[src/rtl/core/md5_pkg.sv]
package md5_pkg;

   // one input transaction
   typedef struct packed {
      logic [7:0] data_byte;
      logic       byte_valid;
      logic       end_of_message;
   } req_type;

   // one digest word transaction
   typedef struct packed {
      logic [31:0] digest_word;
      logic [1:0]  word_index;
      logic        last_word;
   } rsp_type;

   // source of the byte written into the block buffer
   typedef enum logic [1:0] {
      SRC_DATA = 2'd0,
      SRC_PAD  = 2'd1,
      SRC_ZERO = 2'd2,
      SRC_LEN  = 2'd3
   } byte_src_type;

   // controller to datapath commands
   typedef struct packed {
      logic         absorb;
      byte_src_type byte_src;
      logic [2:0]   len_sel;
      logic         snap_len;
      logic         load_work;
      logic         round_en;
      logic [5:0]   rd_round;
      logic [5:0]   round;
      logic         add_cv;
      logic         reinit;
      logic [1:0]   out_idx;
   } ctrl_cmd_type;

   // datapath to controller status
   typedef struct packed {
      logic [5:0] pos;
   } dp_stat_type;

   localparam logic [7:0]  PAD_BYTE   = 8'h80;
   localparam logic [5:0]  LEN_POS    = 6'd56;
   localparam logic [5:0]  LAST_POS   = 6'h3F;
   localparam logic [5:0]  LAST_ROUND = 6'd63;
   localparam logic [2:0]  LAST_LEN   = 3'd7;
   localparam logic [1:0]  LAST_WORD  = 2'd3;
   localparam logic [63:0] BYTE_BITS  = 64'd8;

   localparam logic [31:0] IV_A = 32'h67452301;
   localparam logic [31:0] IV_B = 32'hefcdab89;
   localparam logic [31:0] IV_C = 32'h98badcfe;
   localparam logic [31:0] IV_D = 32'h10325476;

   // additive round constants
   localparam logic [31:0] ROUND_K [64] = '{
      32'hd76aa478, 32'he8c7b756, 32'h242070db, 32'hc1bdceee,
      32'hf57c0faf, 32'h4787c62a, 32'ha8304613, 32'hfd469501,
      32'h698098d8, 32'h8b44f7af, 32'hffff5bb1, 32'h895cd7be,
      32'h6b901122, 32'hfd987193, 32'ha679438e, 32'h49b40821,
      32'hf61e2562, 32'hc040b340, 32'h265e5a51, 32'he9b6c7aa,
      32'hd62f105d, 32'h02441453, 32'hd8a1e681, 32'he7d3fbc8,
      32'h21e1cde6, 32'hc33707d6, 32'hf4d50d87, 32'h455a14ed,
      32'ha9e3e905, 32'hfcefa3f8, 32'h676f02d9, 32'h8d2a4c8a,
      32'hfffa3942, 32'h8771f681, 32'h6d9d6122, 32'hfde5380c,
      32'ha4beea44, 32'h4bdecfa9, 32'hf6bb4b60, 32'hbebfbc70,
      32'h289b7ec6, 32'heaa127fa, 32'hd4ef3085, 32'h04881d05,
      32'hd9d4d039, 32'he6db99e5, 32'h1fa27cf8, 32'hc4ac5665,
      32'hf4292244, 32'h432aff97, 32'hab9423a7, 32'hfc93a039,
      32'h655b59c3, 32'h8f0ccc92, 32'hffeff47d, 32'h85845dd1,
      32'h6fa87e4f, 32'hfe2ce6e0, 32'ha3014314, 32'h4e0811a1,
      32'hf7537e82, 32'hbd3af235, 32'h2ad7d2bb, 32'heb86d391
   };

   // rotate amount per round
   function automatic logic [4:0] shift_amt(input logic [5:0] rnd);
      logic [4:0] s;
      case (rnd[5:4])
         2'd0: begin
            case (rnd[1:0])
               2'd0:    s = 5'd7;
               2'd1:    s = 5'd12;
               2'd2:    s = 5'd17;
               default: s = 5'd22;
            endcase
         end
         2'd1: begin
            case (rnd[1:0])
               2'd0:    s = 5'd5;
               2'd1:    s = 5'd9;
               2'd2:    s = 5'd14;
               default: s = 5'd20;
            endcase
         end
         2'd2: begin
            case (rnd[1:0])
               2'd0:    s = 5'd4;
               2'd1:    s = 5'd11;
               2'd2:    s = 5'd16;
               default: s = 5'd23;
            endcase
         end
         default: begin
            case (rnd[1:0])
               2'd0:    s = 5'd6;
               2'd1:    s = 5'd10;
               2'd2:    s = 5'd15;
               default: s = 5'd21;
            endcase
         end
      endcase
      return s;
   endfunction

   // message word used by each round
   function automatic logic [3:0] msg_index(input logic [5:0] rnd);
      logic [7:0] r;
      logic [7:0] t;
      r = {4'd0, rnd[3:0]};
      case (rnd[5:4])
         2'd0:    t = r;
         2'd1:    t = r * 8'd5 + 8'd1;
         2'd2:    t = r * 8'd3 + 8'd5;
         default: t = r * 8'd7;
      endcase
      return t[3:0];
   endfunction

   // nonlinear function per quarter
   function automatic logic [31:0] round_f(input logic [1:0] grp, input logic [31:0] b,
                                           input logic [31:0] c, input logic [31:0] d);
      logic [31:0] f;
      case (grp)
         2'd0:    f = (b & c) | (~b & d);
         2'd1:    f = (b & d) | (c & ~d);
         2'd2:    f = b ^ c ^ d;
         default: f = c ^ (b | ~d);
      endcase
      return f;
   endfunction

   function automatic logic [31:0] rotl32(input logic [31:0] v, input logic [4:0] s);
      logic [63:0] t;
      t = {v, v} << s;
      return t[63:32];
   endfunction

endpackage

[src/rtl/core/md5_ctrl.sv]
module md5_ctrl (
   input  logic                  clock,
   input  logic                  reset,
   input  logic                  req_valid,
   output logic                  req_ready,
   input  md5_pkg::req_type      req_data,
   output logic                  rsp_valid,
   input  logic                  rsp_ready,
   output md5_pkg::ctrl_cmd_type cmd,
   input  md5_pkg::dp_stat_type  stat
);

   typedef enum logic [2:0] {
      S_IDLE,
      S_PAD80,
      S_ZERO,
      S_LEN,
      S_FETCH,
      S_ROUND,
      S_FINAL,
      S_OUT
   } state_type;

   state_type  state_ff, state_in;
   state_type  resume_ff, resume_in;
   state_type  follow;
   logic [5:0] round_ff, round_in;
   logic [2:0] lenb_ff, lenb_in;
   logic [1:0] oidx_ff, oidx_in;
   logic [5:0] pos_next;
   logic       req_acc;

   assign req_ready = (state_ff == S_IDLE) && !reset;
   assign rsp_valid = (state_ff == S_OUT);
   assign req_acc   = req_valid && req_ready;
   assign pos_next  = stat.pos + 6'd1;

   // next state and datapath commands
   always_comb begin
      state_in  = state_ff;
      resume_in = resume_ff;
      follow    = state_ff;
      round_in  = round_ff;
      lenb_in   = lenb_ff;
      oidx_in   = oidx_ff;
      cmd       = '0;
      cmd.byte_src = md5_pkg::SRC_DATA;
      cmd.len_sel  = lenb_ff;
      cmd.round    = round_ff;
      cmd.rd_round = round_ff;
      cmd.out_idx  = oidx_ff;
      case (state_ff)
         S_IDLE: begin
            if (req_acc) begin
               cmd.absorb = req_data.byte_valid;
               follow     = req_data.end_of_message ? S_PAD80 : S_IDLE;
            end
         end
         S_PAD80: begin
            cmd.absorb   = 1'b1;
            cmd.byte_src = md5_pkg::SRC_PAD;
            cmd.snap_len = 1'b1;
            lenb_in      = '0;
            follow       = (pos_next == md5_pkg::LEN_POS) ? S_LEN : S_ZERO;
         end
         S_ZERO: begin
            cmd.absorb   = 1'b1;
            cmd.byte_src = md5_pkg::SRC_ZERO;
            follow       = (pos_next == md5_pkg::LEN_POS) ? S_LEN : S_ZERO;
         end
         S_LEN: begin
            cmd.absorb   = 1'b1;
            cmd.byte_src = md5_pkg::SRC_LEN;
            lenb_in      = lenb_ff + 3'd1;
            follow       = (lenb_ff == md5_pkg::LAST_LEN) ? S_OUT : S_LEN;
         end
         S_FETCH: begin
            cmd.load_work = 1'b1;
            cmd.rd_round  = '0;
            round_in      = '0;
            state_in      = S_ROUND;
         end
         S_ROUND: begin
            cmd.round_en = 1'b1;
            cmd.rd_round = round_ff + 6'd1;
            round_in     = round_ff + 6'd1;
            if (round_ff == md5_pkg::LAST_ROUND) begin
               state_in = S_FINAL;
            end
         end
         S_FINAL: begin
            cmd.add_cv = 1'b1;
            state_in   = resume_ff;
         end
         S_OUT: begin
            if (rsp_ready) begin
               oidx_in = oidx_ff + 2'd1;
               if (oidx_ff == md5_pkg::LAST_WORD) begin
                  cmd.reinit = 1'b1;
                  state_in   = S_IDLE;
               end
            end
         end
         default: begin
            state_in = S_IDLE;
         end
      endcase
      // a byte landing in the last slot triggers a block compression
      if (state_ff == S_IDLE || state_ff == S_PAD80 || state_ff == S_ZERO ||
          state_ff == S_LEN) begin
         if (cmd.absorb && stat.pos == md5_pkg::LAST_POS) begin
            state_in  = S_FETCH;
            resume_in = follow;
         end else begin
            state_in = follow;
         end
      end
   end

   // state and counters
   always_ff @(posedge clock) begin
      if (reset) begin
         state_ff  <= S_IDLE;
         resume_ff <= S_IDLE;
         round_ff  <= '0;
         lenb_ff   <= '0;
         oidx_ff   <= '0;
      end else begin
         state_ff  <= state_in;
         resume_ff <= resume_in;
         round_ff  <= round_in;
         lenb_ff   <= lenb_in;
         oidx_ff   <= oidx_in;
      end
   end

   // never both sides open at once
   a_exclusive: assert property (@(posedge clock) disable iff (reset)
      !(req_ready && rsp_valid))
      else $error("input and result channels open together");

   // digest words go out in order without a gap
   a_word_order: assert property (@(posedge clock) disable iff (reset)
      rsp_valid && rsp_ready && oidx_ff != md5_pkg::LAST_WORD
      |=> rsp_valid && oidx_ff == $past(oidx_ff) + 2'd1)
      else $error("digest word sequence broken");

   // the last round is always followed by the chaining add
   a_final_add: assert property (@(posedge clock) disable iff (reset)
      state_ff == S_ROUND && round_ff == md5_pkg::LAST_ROUND |=> state_ff == S_FINAL)
      else $error("compression did not end with the chaining add");

endmodule

[src/rtl/core/md5_dpath.sv]
module md5_dpath (
   input  logic                  clock,
   input  logic                  reset,
   input  logic [7:0]            data_byte,
   input  md5_pkg::ctrl_cmd_type cmd,
   output md5_pkg::dp_stat_type  stat,
   output logic [31:0]           digest_word
);

   logic [31:0] buf_mem [16];
   logic [31:0] w_ff;
   logic [31:0] cv_ff [4];
   logic [63:0] bit_len_ff;
   logic [63:0] len_ff;
   logic [31:0] a_ff, b_ff, c_ff, d_ff;
   logic [7:0]  wr_byte;
   logic [5:0]  pos;
   logic [31:0] sum;
   logic [31:0] b_in;

   assign pos         = bit_len_ff[8:3];
   assign stat.pos    = pos;
   assign digest_word = cv_ff[cmd.out_idx];

   // byte written into the block buffer
   always_comb begin
      case (cmd.byte_src)
         md5_pkg::SRC_DATA: wr_byte = data_byte;
         md5_pkg::SRC_PAD:  wr_byte = md5_pkg::PAD_BYTE;
         md5_pkg::SRC_ZERO: wr_byte = '0;
         md5_pkg::SRC_LEN:  wr_byte = len_ff[{cmd.len_sel, 3'b000} +: 8];
         default:           wr_byte = '0;
      endcase
   end

   // block buffer, byte writes into little-endian words
   always_ff @(posedge clock) begin
      if (cmd.absorb) begin
         buf_mem[pos[5:2]][{pos[1:0], 3'b000} +: 8] <= wr_byte;
      end
      w_ff <= buf_mem[md5_pkg::msg_index(cmd.rd_round)];
   end

   // one round step
   always_comb begin
      sum  = a_ff + md5_pkg::round_f(cmd.round[5:4], b_ff, c_ff, d_ff)
           + md5_pkg::ROUND_K[cmd.round] + w_ff;
      b_in = b_ff + md5_pkg::rotl32(sum, md5_pkg::shift_amt(cmd.round));
   end

   // working variables
   always_ff @(posedge clock) begin
      if (cmd.load_work) begin
         a_ff <= cv_ff[0];
         b_ff <= cv_ff[1];
         c_ff <= cv_ff[2];
         d_ff <= cv_ff[3];
      end else if (cmd.round_en) begin
         a_ff <= d_ff;
         b_ff <= b_in;
         c_ff <= b_ff;
         d_ff <= c_ff;
      end
   end

   // message length snapshot for padding
   always_ff @(posedge clock) begin
      if (cmd.snap_len) begin
         len_ff <= bit_len_ff;
      end
   end

   // chaining value and bit count
   always_ff @(posedge clock) begin
      if (reset || cmd.reinit) begin
         cv_ff[0]   <= md5_pkg::IV_A;
         cv_ff[1]   <= md5_pkg::IV_B;
         cv_ff[2]   <= md5_pkg::IV_C;
         cv_ff[3]   <= md5_pkg::IV_D;
         bit_len_ff <= '0;
      end else begin
         if (cmd.add_cv) begin
            cv_ff[0] <= cv_ff[0] + a_ff;
            cv_ff[1] <= cv_ff[1] + b_ff;
            cv_ff[2] <= cv_ff[2] + c_ff;
            cv_ff[3] <= cv_ff[3] + d_ff;
         end
         if (cmd.absorb) begin
            bit_len_ff <= bit_len_ff + md5_pkg::BYTE_BITS;
         end
      end
   end

   // every absorbed byte moves the count by one byte
   a_len_step: assert property (@(posedge clock) disable iff (reset)
      cmd.absorb |=> bit_len_ff == $past(bit_len_ff) + md5_pkg::BYTE_BITS)
      else $error("bit count did not advance by one byte");

endmodule

[src/rtl/core/md5_message_digest.sv]
// channel   ports                              payload
// input     req_valid  req_ready  req_data     data_byte, byte_valid, end_of_message
// result    rsp_valid  rsp_ready  rsp_data     digest_word, word_index, last_word
//
// a byte that does not fill a block is absorbed without holding off the input
// the 64th byte of a block starts a compression: word fetch, 64 rounds of the
// single round unit, chaining add
// end of message writes each padding and length byte in turn, plus one compression per block
// filled, then the four digest words; input is held off until the last is taken
// reset is synchronous and restores the initial chaining value and a zero count
module md5_message_digest (
   input  logic             clock,
   input  logic             reset,
   input  logic             req_valid,
   output logic             req_ready,
   input  md5_pkg::req_type req_data,
   output logic             rsp_valid,
   input  logic             rsp_ready,
   output md5_pkg::rsp_type rsp_data
);

   md5_pkg::ctrl_cmd_type cmd;
   md5_pkg::dp_stat_type  stat;
   logic [31:0]           digest_word;

   md5_ctrl u_ctrl (
      .clock     (clock),
      .reset     (reset),
      .req_valid (req_valid),
      .req_ready (req_ready),
      .req_data  (req_data),
      .rsp_valid (rsp_valid),
      .rsp_ready (rsp_ready),
      .cmd       (cmd),
      .stat      (stat)
   );

   md5_dpath u_dpath (
      .clock       (clock),
      .reset       (reset),
      .data_byte   (req_data.data_byte),
      .cmd         (cmd),
      .stat        (stat),
      .digest_word (digest_word)
   );

   // result transaction
   always_comb begin
      rsp_data.digest_word = digest_word;
      rsp_data.word_index  = cmd.out_idx;
      rsp_data.last_word   = (cmd.out_idx == md5_pkg::LAST_WORD);
   end

endmodule

[config.mk]
export PLATFORM = sky130hd
export DESIGN_NAME = md5_message_digest
export DESIGN_NICKNAME = d
export VERILOG_FILES = /design/src/rtl/core/md5_pkg.sv /design/src/rtl/core/md5_ctrl.sv /design/src/rtl/core/md5_dpath.sv /design/src/rtl/core/md5_message_digest.sv
export SDC_FILE = /design/constraint.sdc
export NUM_CORES = 2
export LEC_CHECK = 0
export ABC_AREA = 1
export BUFFER_PORTS_ARGS = -buffer_cell sky130_fd_sc_hd__buf_2
export CORE_MARGIN = 2
export CORE_UTILIZATION = 46
export CTS_BUF_LIST = sky130_fd_sc_hd__clkbuf_16
export DETAILED_ROUTE_END_ITERATION = 8
export PLACE_DENSITY_LB_ADDON = 0.3
export SLEW_MARGIN = 15
export SYNTH_ARGS = -nofsm -noshare
export SYNTH_HDL_FRONTEND = slang
export SYNTH_HIERARCHICAL = 1
export SYNTH_SLANG_ARGS = --single-unit
[constraint.sdc]
create_clock -name clock -period 17.15 [get_ports clock]
set_input_delay 4.2875 -clock clock [delete_from_list [all_inputs] [get_ports clock]]
set_output_delay 4.2875 -clock clock [all_outputs]
set_load 0.02 [all_outputs]
==> results by group <==
Logic synthesis
  • Adder-Cell Fraction of Synth Area: between 7 and 8%
  • Area leader, netlist: edfxtp_1
  • Avg Cell Area, Syn: 8.42 µm²
  • Top post-synthesis cells by area: edfxtp_1 43%, nand3_1 9.0%, nand2_1 8.8%
  • Synth Warn #: 6
  • XOR/XNOR share of the synthesized area: less than 1%
  • Synth Area in Simple Gates: 24.0%
  • Ys flop type: edfxtp_1
  • Post-synthesis compound-gate area fraction: between 10% and 20%
  • Number of distinct library cells after synthesis: between 60 and 70
  • Seq/Total Area, Yosys: a little under half
  • Synth top area share: about 43%
  • Main combinational cell family by area after synthesis: simple AND/OR/NAND/NOR gates
  • Mapped Area: 0.0573 mm²
  • Post-synth EDFFs: around 830
  • Mux cell area share after synthesis: 0.0524%
  • Synth Register Bits: 939
  • Post-Syn Instances: between 6000 and 7000
  • Syn_nets: about 7100
  • FFs w/ async S/R, synth: 0%

CTS
  • Hold Buf Count CTS: 0
  • Worst-path clk slew: ~70 ps
  • Post-cts resize count: 0
  • Root Driver: clkbuf_16
  • CTS max path bufs: 3
  • H-tree levels: 3
  • Latest clock arrival within the worst-skew pair: roughly 750 ps
  • CTS Buf Count: between 100 and 150
  • Post-CTS Setup Bufs: 0
  • Clock tree sinks: 939
  • CTS tree: yes

Layout
  • Area growth, synth to finish: 8.72%
  • Post-route insts no fill: between 8000 and 9000
  • Fin nets: approximately 7000
  • Layout cells sized above 1: ~5.8%
  • Fill cells: 11700

Job
  • Max-cap violations: 0

Power and ir drop
  • Switching Share: around a quarter
  • Pwr Density: between 80 and 90 mW/mm²
  • Peak VDD IR: 0.0000880 V
  • Clock power frac: between 40% and 50%
  • Comb pwr share: 6.6%
  • Sw Pwr: 0.00122 W
  • Leak Pwr: approximately 24 nW
  • Design internal power: 0.00379 W
  • Sequential power share: roughly half

STA
  • FMAX: about 110 MHz
  • Clock Skew: 59.5 ps
  • Final setup TNS: 0 ps
  • RSZ-0062 raised after global routing: false
  • Actual slew at the worst max-slew pin: 1340 ps
  • Relative slew slack: roughly 8.4%
  • Count of pins over their slew limit: 0
  • Hold Fails Final Rpt: 0
  • Minimum clock period: approximately 9500 ps
  • Fin crit share: 55.5%
  • # setup viols final: 0

Critical path
  • Critical path's most frequent cell: nand2_1
  • Critical path startpoint category: register
  • CP max FO: 18
  • Req. time, crit path: around 18000 ps
  • Worst EP arrival: 9960 ps
  • WS Path Type: reg2reg
  • CP max stage delay: 1060 ps
  • Crit. End Element: register
  • Max stage delay cell, worst path: a2111oi_0

Detailed routing
  • DR vias: roughly 51000
  • Antenna viol nets, final: 0
  • Drt drc: 0
  • Detailed-router iteration count before antenna repair: 6
  • DRT Wirelength: just over 200 mm
  • Routed length per instance: ~24 µm
  • Vias/cell: ~6.0
  • DR iter-0 viols: ~6300

Worst hold path
  • Min-delay worst type: reg2reg

Die
  • Initial core utilization: 46.3%
  • Core area: between 0.1 and 0.15 mm²
  • Die area: approximately 0.13 mm²
  • Die Y: ~360 µm
  • I/O pins: slightly above 50
  • Die width: ~360 µm
  • Row Count: roughly 130

Run status
  • Outcome: finished, final reports clean

GRT
  • Largest net degree at the start of global routing: 101
  • Tot GR Track Use: approximately 31%
  • Total grt overflow: 0
  • Vias in the first global route: about 48000
  • First-pass GRT wire length: 300 mm
  • Initial antenna violation count: 4

Placed design
  • Gpl congestion: between 0.9 and 1
  • Placed insts: roughly 8300
  • DP Wirelength: 147 mm
  • Port bufs: 50
routing by layer:
metal	up-vias	part of all wire [%]	global-route usage [%]	wire length, µm
li1	23700	-	-	-
met1	24400	42	42.9	85300
met2	2535	45	48.7	91400
met3	473	8.6	5.31	17600
met4	0	4.9	14.1	10000
met5	-	0	0	0
sequential cells by signal, summed over array words and instances (netlist names):
name	cells
u_dpath/buf_mem	512
u_dpath/a_ff	32
u_ctrl/lenb_ff	3
u_dpath/d_ff	32
u_ctrl/round_ff	6
u_ctrl/state_ff	3
u_dpath/c_ff	32
u_dpath/bit_len_ff	61
u_dpath/b_ff	32
u_dpath/w_ff	32
u_dpath/cv_ff	128
u_ctrl/oidx_ff	2
u_ctrl/resume_ff	3
u_dpath/len_ff	61
area by class of cell:
class	count	area [µm²]	share of cell area (%)
diodes	1	2.50	0.00402
clock buffers	101	2530	4.06
repair buffers	127	828	1.33
multi-input cells	4878	26500	42.5
inverters	681	2560	4.12
clock inverters	88	734	1.18
well taps	1637	2050	3.29
flip-flops and latches	939	27100	43.5
stage by stage:
stage / utilization, % / instance area, µm² / total power (W) / hold WS [ps] / setup slack, ps
2_1_floorplan: - / 57300 / 0.00277 / 408 / 8090
4_1_cts: 50.3 / 62200 / 0.00503 / 436 / 7820
3_3_place_gp: 47.7 / 59000 / 0.00288 / 413 / 7860
5_1_grt: 50.4 / 62300 / 0.00516 / 467 / 7050
6_report: 50.4 / 62300 / 0.00501 / 434 / 7630
3_5_place_dp: 47.7 / 59000 / 0.00289 / 421 / 7850
final timing paths:
path | from | to | cells after the start | slack, ps
setup reg to reg | u_ctrl/round_ff[1] | u_dpath/b_ff[21] | 39 | 7630
setup / recovery | u_ctrl/round_ff[1] | u_dpath/b_ff[21] | 39 | 7630
hold / removal | u_dpath/bit_len_ff[32] | u_dpath/len_ff[32] | 0 | 430
hold reg to reg | u_dpath/bit_len_ff[32] | u_dpath/len_ff[32] | 0 | 430
power by group through the flow:
stage | registers [W] | logic [W] | clock network (W)
after floorplan | 0.00256 | 0.000218 | 0
after global placement | 0.00256 | 0.000321 | 0
after detailed placement | 0.00256 | 0.000325 | 0
after CTS | 0.00251 | 0.000326 | 0.00220
after global routing | 0.00251 | 0.000366 | 0.00228
final | 0.00251 | 0.000332 | 0.00217
cells in the final DEF, fill, tap and decap left out, types with 101 or more instances in the layout:
cell	count
o21ai_0	479
ha_1	220
nand2_1	1339
nand3_1	1030
edfxtp_1	829
a21oi_1	466
dfxtp_1	109
inv_1	675
nor2_1	525
clkbuf_16	101
synthesized netlist by cell type, drive strengths merged, types with 17 or more instances:
| cell | count |
|---|---|
| nor2 | 546 |
| a221oi | 20 |
| nand2 | 1349 |
| o221ai | 21 |
| nand4 | 40 |
| o21a | 37 |
| edfxtp | 829 |
| o31ai | 30 |
| inv | 677 |
| nor3 | 87 |
| o21ai | 518 |
| a21oi | 469 |
| o22ai | 45 |
| a31oi | 56 |
| nand3 | 1034 |
| a32oi | 33 |
| ha | 220 |
| fa | 69 |
| xnor2 | 24 |
| nor4 | 38 |
| buf | 72 |
| dfxtp | 110 |
| xor2 | 32 |
| clkbuf | 231 |
| o211ai | 52 |
| a21o | 17 |
| or2 | 47 |
logic make-up (layout without fill, tap and decap cells):
logic type      Yosys count  count (layout)
fa+ha+maj               289             289
simple gates           3154            3154
mux                       3               3
flops                   939             939
buf+inv                 984             997
other cells               0               1
compound gates         1376            1376
xor+xnor                 56              56
critical path: cells and delay by family (launching register included):
kind	cells	cell delay [ps]
AO/OA/AOI/OAI	15	3870
AND/OR/NAND/NOR	13	1790
adder cells (fa/ha/maj)	5	1700
buffers and inverters	5	940
flip-flops	1	730
XOR/XNOR	1	160
Power figures use the tool's default switching activity.
